--- src/design/omp_pkg.sv ---
package omp_pkg;

    // Default largest mip0 extent along any axis, in packed bytes.
    localparam int MAX_BASE_DIM_DEF = 64;

    // Field widths of the stream items and the configuration port.
    localparam int KIND_W    = 2;
    localparam int COORD_W   = 6;
    localparam int BYTE_W    = 8;
    localparam int CFG_W     = 7;
    localparam int CFG_IDX_W = 2;
    localparam int S_TDATA_W = 32;
    localparam int M_TDATA_W = 8;
    localparam int M_TUSER_W = 1;

    // Item kinds carried in the input tuser.
    localparam logic [KIND_W-1:0] KIND_CLEAR = 2'd0;
    localparam logic [KIND_W-1:0] KIND_MARK  = 2'd1;
    localparam logic [KIND_W-1:0] KIND_READ1 = 2'd2;
    localparam logic [KIND_W-1:0] KIND_READ2 = 2'd3;

    // Configuration register indexes.
    localparam logic [CFG_IDX_W-1:0] CFG_BASE_WIDTH  = 2'd0;
    localparam logic [CFG_IDX_W-1:0] CFG_BASE_HEIGHT = 2'd1;
    localparam logic [CFG_IDX_W-1:0] CFG_BASE_DEPTH  = 2'd2;

    localparam logic [CFG_W-1:0] CFG_RESET = 7'd64;

    // Commands from the controller to the datapath.
    typedef struct packed {
        logic load_item;
        logic clear_step;
        logic calc_mul;
        logic calc_idx;
        logic mem_read;
        logic mem_write;
        logic out_load;
    } t_ctl_cmd;

    // Status from the datapath to the controller.
    typedef struct packed {
        logic clear_last;
        logic out_busy;
    } t_ctl_sts;

endpackage

--- src/design/omp_ctrl.sv ---
module omp_ctrl (
    input  logic                         i_clk,
    input  logic                         i_rst_n,
    input  logic                         i_s_tvalid,
    input  logic [omp_pkg::KIND_W-1:0]   i_s_kind,
    output logic                         o_s_tready,
    input  omp_pkg::t_ctl_sts            i_sts,
    output omp_pkg::t_ctl_cmd            o_cmd
);

    localparam logic [2:0] ST_CLEAR = 3'd0;
    localparam logic [2:0] ST_IDLE  = 3'd1;
    localparam logic [2:0] ST_MUL   = 3'd2;
    localparam logic [2:0] ST_IDX   = 3'd3;
    localparam logic [2:0] ST_READ  = 3'd4;
    localparam logic [2:0] ST_DONE  = 3'd5;

    logic [2:0]                   r_state;
    logic [2:0]                   n_state;
    logic [omp_pkg::KIND_W-1:0]   r_kind;
    logic [omp_pkg::KIND_W-1:0]   n_kind;

    assign o_s_tready = (r_state == ST_IDLE);

    always_comb begin
        n_state = r_state;
        n_kind  = r_kind;
        o_cmd   = '0;
        case (r_state)
            ST_CLEAR: begin
                o_cmd.clear_step = 1'b1;
                if (i_sts.clear_last) begin
                    n_state = ST_IDLE;
                end
            end
            ST_IDLE: begin
                if (i_s_tvalid) begin
                    o_cmd.load_item = 1'b1;
                    n_kind          = i_s_kind;
                    if (i_s_kind == omp_pkg::KIND_CLEAR) begin
                        n_state = ST_CLEAR;
                    end else begin
                        n_state = ST_MUL;
                    end
                end
            end
            ST_MUL: begin
                o_cmd.calc_mul = 1'b1;
                n_state        = ST_IDX;
            end
            ST_IDX: begin
                o_cmd.calc_idx = 1'b1;
                n_state        = ST_READ;
            end
            ST_READ: begin
                o_cmd.mem_read = 1'b1;
                n_state        = ST_DONE;
            end
            ST_DONE: begin
                if (r_kind == omp_pkg::KIND_MARK) begin
                    o_cmd.mem_write = 1'b1;
                    n_state         = ST_IDLE;
                end else if (!i_sts.out_busy) begin
                    o_cmd.out_load = 1'b1;
                    n_state        = ST_IDLE;
                end
            end
            default: begin
                n_state = ST_IDLE;
            end
        endcase
    end

    always_ff @(posedge i_clk) begin
        if (!i_rst_n) begin
            r_state <= ST_CLEAR;
        end else begin
            r_state <= n_state;
        end
    end

    always_ff @(posedge i_clk) begin
        r_kind <= n_kind;
    end

endmodule

--- config.mk ---
export PLATFORM = sky130hd
export DESIGN_NAME = omp_ctrl
export DESIGN_NICKNAME = d
export VERILOG_FILES = /design/src/design/omp_pkg.sv /design/src/design/omp_ctrl.sv
export SDC_FILE = /design/constraint.sdc
export NUM_CORES = 1
export LEC_CHECK = 0
export BUFFER_PORTS_ARGS = -buffer_cell sky130_fd_sc_hd__buf_4
export CORE_AREA = 2 2 39 41
export DETAILED_ROUTE_END_ITERATION = 6
export DIE_AREA = 0 0 41 43
export PLACE_DENSITY = 0.52
export SYNTH_ARGS = -nofsm -noshare
export SYNTH_HDL_FRONTEND = slang
export SYNTH_SLANG_ARGS = --single-unit
--- constraint.sdc ---
create_clock -name i_clk -period 1.8 [get_ports i_clk]
set_clock_uncertainty 0.2 [all_clocks]
set_input_delay 0.27 -clock i_clk [delete_from_list [all_inputs] [get_ports i_clk]]
set_output_delay 0.27 -clock i_clk [all_outputs]
set_load 0.05 [all_outputs]
# Yosys cells after proc, flatten, opt, wreduce, memory -nomap -nowiden
# Cells that the tools add are included.
# Widths: inputs -> output; s select.
classes:
  n_reduce_logical: 4
  muxes: 16
  eq_ne: 9
ops:
  columns: ["cell", "count"]
  rows:
  - ["$pmux 3 s6", 1]
  - ["$mux 3", 4]
  - ["$mux 1", 9]
  - ["$eq 3x2->1 const B", 2]
  - ["$eq 3x3->1 const B", 2]
  - ["$mux 2", 2]
  - ["$ne 2x2->1 const B", 2]
  - ["$eq 3x1->1 const B", 1]
  - ["$logic_not 3->1", 1]
  - ["$ne 3x3->1 const B", 1]
  - ["$reduce_and 3->1", 1]
  - ["$eq 2x1->1 const B", 1]
  - ["$logic_not 2->1", 1]
  - ["$reduce_and 2->1", 1]
totals:
  out_inout_bits: 8
  input_bits: 7
  ff_bits: 5
  word_cells: 31

# Longest topological paths before layout
depth:
  depth_word: 4
  depth_mapped: 4

# Worst setup path after synthesis
# Ideal clock, no wire load.
synth_path:
  kind: "reg-to-output"
  startpoint: "register r_state[0]"
  endpoint: "output port o_cmd[0] (netlist name)"
  slack_ps: -455
  stages_incl_launch_ff: 4
  arrival_time_ps: 1785
  path_cell_list: "dfxtp_1 > nor2b_2 > nand2_1 > nor3b_1"
synth_lines:
  columns: ["element", "line_no", "source"]
  rows:
  - ["from (decl)", "omp_ctrl.sv:18", "logic [2:0] r_state;"]
  - ["from (signal assigned)", "omp_ctrl.sv:78", "r_state <= n_state;"]
  - ["to (decl)", "omp_ctrl.sv:8", "output omp_pkg::t_ctl_cmd o_cmd"]

==> impl_metrics.ini <==
[logic_synthesis]
synth_top_area_frac = 0.219
synth-edff-count = 2
synthFlopType = dfxtp_1
synth_seq_cells = 5
synth_top_area_cell = dfxtp_1
ys_seq_area_frac = 0.438
avgSynthCellArea_um2 = 9.79
synth.cell_area_um2 = 274
yosys-top-cells-count = dfxtp_1 (3), nor2_1 (3), nor3b_1 (3)
synth.distinct_cells = 19
ys_top_cells_by_area = dfxtp_1 (22%), edfxtp_1 (22%), nor3b_1 (8.2%)
netlist_instances = 28
async_reset_ff_frac = 0
syn_nets = 35
yosys_warnings = 0

[setup_path]
r2r_end = r_state[0]$_SDFFE_PN0P_
endpoint_kind = output port
required_ns = 1.33
critPathKind = reg2out
rrSetupSlack_ns = 0.50
cp.arrival_ns = 1.25
r2r_start = r_state[0]$_SDFFE_PN0P_
rr_worst_depth = 4
crit_path_start_kind = flop
path_max_fanout = 9

[detailed_routing]
viasPerCell = 4.27
vias = 269
drt_iter0_drc = 1
finalWirelength_um = 688
ant_nets = 0
dr.pass1.iters = 2
routedWlPerCell_um = 10.9
drc = 0

[timing]
setup_violations = 0
hold_viol_final = 0
fin_crit_sh = 0.954
hold_ws_ns = 0.0146
rsz0062_at_grt = no
slew_violations = 0
worstMarginPinSlew_ns = 0.195
fin_tns_setup_ns = 0
fmax_ghz = 0.582
post-route-min-period_ns = 1.72
slew_headroom = 0.869

[clock_network]
cts_setup_buffers = 0
insertion_delay_ns = 0.24
numCtsBuffers = 3
cts_tree = yes
cts_max_level = 1
clkSinkCount = 5
cts_root_buf = clkbuf_4
clockBufferDepth = 2
postCtsHoldBufs = 0
clkSlewWorstSetupHoldPaths_ns = 0.05

[final_layout]
syn2layout_area_growth_pct = 65.3
fill_cells = 147
multiInputGateArea_um2 = 161
drive_above_1_share = 0.617
final_cells = 63
regArea_um2 = 121
fin_nets = 55
diodes = 0
final_cell_area_um2 = 453

[power]
p_switching_mw = 0.118
sw_frac_of_total = 0.317
power.leakage_nw = 0.196
ir_worst_vdd_v = 0.000288
p_per_area_nw_per_um2 = 819
combPwrFrac = 0.293
pwr-share-clk = 0.356
intPower_mw = 0.253
pwr-share-seq = 0.350

[grt]
grt_usage = 0.101
grt_pass1_vias = 259
grt_pass1_wl_mm = 1.11
overflow = 0
antenna_found_initial = 0
grt_max_degree = 10

[floorplan]
num_rows = 14
core_area_um2 = 1380
die_y_um = 43
die_area_um2 = 1760
start_util = 0.198
pin_count = 15
die_w_um = 41

[flow_run]
drv_cap = 0

[hold_path]
holdPathStages = 1
hp-class = in2reg
min_to = r_kind[0]$_DFFE_PP_
hp-start = i_s_kind[0]

[place]
dp.cells = 59
dp_hpwl_um = 537
placedInstanceArea_um2 = 425
portBuffers = 14
gp_congestion = 0.665

[outcome]
run_status = finished clean
-- power groups by stage --
stage / logic [mW] / clock network, mW / registers [mW]
3_5_place_dp: 0.110 / 0 / 0.132
5_1_grt: 0.117 / 0.146 / 0.131
3_3_place_gp: 0.109 / 0 / 0.132
6_report: 0.109 / 0.132 / 0.130
4_1_cts: 0.110 / 0.141 / 0.130
2_1_floorplan: 0.0689 / 0 / 0.135
-- layer usage --
metal | part of all wire | up-vias | global-route usage
met3 | 0.087 | 2 | 0.0524
met4 | 0.017 | 0 | 0.100
met1 | 0.41 | 120 | 0.116
met5 | 0 | - | 0
li1 | - | 137 | -
met2 | 0.48 | 10 | 0.125
-- through the flow --
stage | power [mW] | utilization | setup WS, ns
final | 0.371 | 0.327 | 0.0826
after global routing | 0.394 | 0.327 | 0.000965
after CTS | 0.381 | 0.327 | 0.0642
after detailed placement | 0.242 | 0.307 | 0.230
after global placement | 0.241 | 0.307 | 0.251
after floorplan | 0.204 | - | -0.0346
-- sequential cells by signal (all words and copies together) (netlist names) --
| signal | count |
|---|---|
| r_state | 3 |
| r_kind | 2 |
-- worst max-delay path, cell delays in order (launching register included) --
cell     delay, ns
dfxtp_2       0.41
and2b_2       0.25
and2_4        0.16
buf_4         0.18
-- cells by family (layout without fill, tap and decap cells) --
logic type / after synthesis / after routing / share of synthesized area
AOI/OAI and AO/OA: 5 / 5 / 0.128
buffers and inverters: 2 / 21 / 0.0548
DFF: 5 / 5 / 0.438
and+or+nand+nor: 16 / 16 / 0.379
-- worst max path at each step --
stage,from,slack (ns),cells past startpoint,to
2_1_floorplan,r_state[0]$_SDFFE_PN0P_,-0.03,3,o_cmd[1]
3_3_place_gp,r_state[2]$_SDFFE_PN0P_,0.25,3,o_cmd[6]
3_5_place_dp,r_state[2]$_SDFFE_PN0P_,0.23,3,o_cmd[6]
4_1_cts,r_state[0]$_SDFFE_PN0P_,0.06,4,o_cmd[6]
5_1_grt,r_state[0]$_SDFFE_PN0P_,0.001,4,o_cmd[0]
6_report,r_state[2]$_SDFFE_PN0P_,0.08,3,o_cmd[6]
-- layout by cell type (no fill, tap or decap), drive strengths merged --
cell type	netlist	layout
buf	1	16
clkbuf	0	4
nor3b	3	3
nor2	3	3
dfxtp	3	3
nand2b	2	2
a21oi	2	2
edfxtp	2	2
and3b	1	1
nor2b	1	1
and2b	1	1
nand2	1	1
nor3	1	1
and2	1	1
o211ai	1	1
inv	1	1
a211oi	1	1
nand4b	1	1
or3	1	1
o21ai	1	1
-- repair_timing --
| action | CTS | global route |
|---|---|---|
| endpoints found under the hold margin | 0 | 0 |
| endpoints found under the setup margin | 1 | 0 |
| gates resized for setup | 1 | 0 |
-- area by class of cell --
class,count,share of cell area
timing repair buffer,16,0.265
inverter,1,0.00829
tap,16,0.0442
multi-input combinational,21,0.356
clock buffer,4,0.0580
sequential,5,0.268
Note: power is estimated with default switching activity, not from simulation.
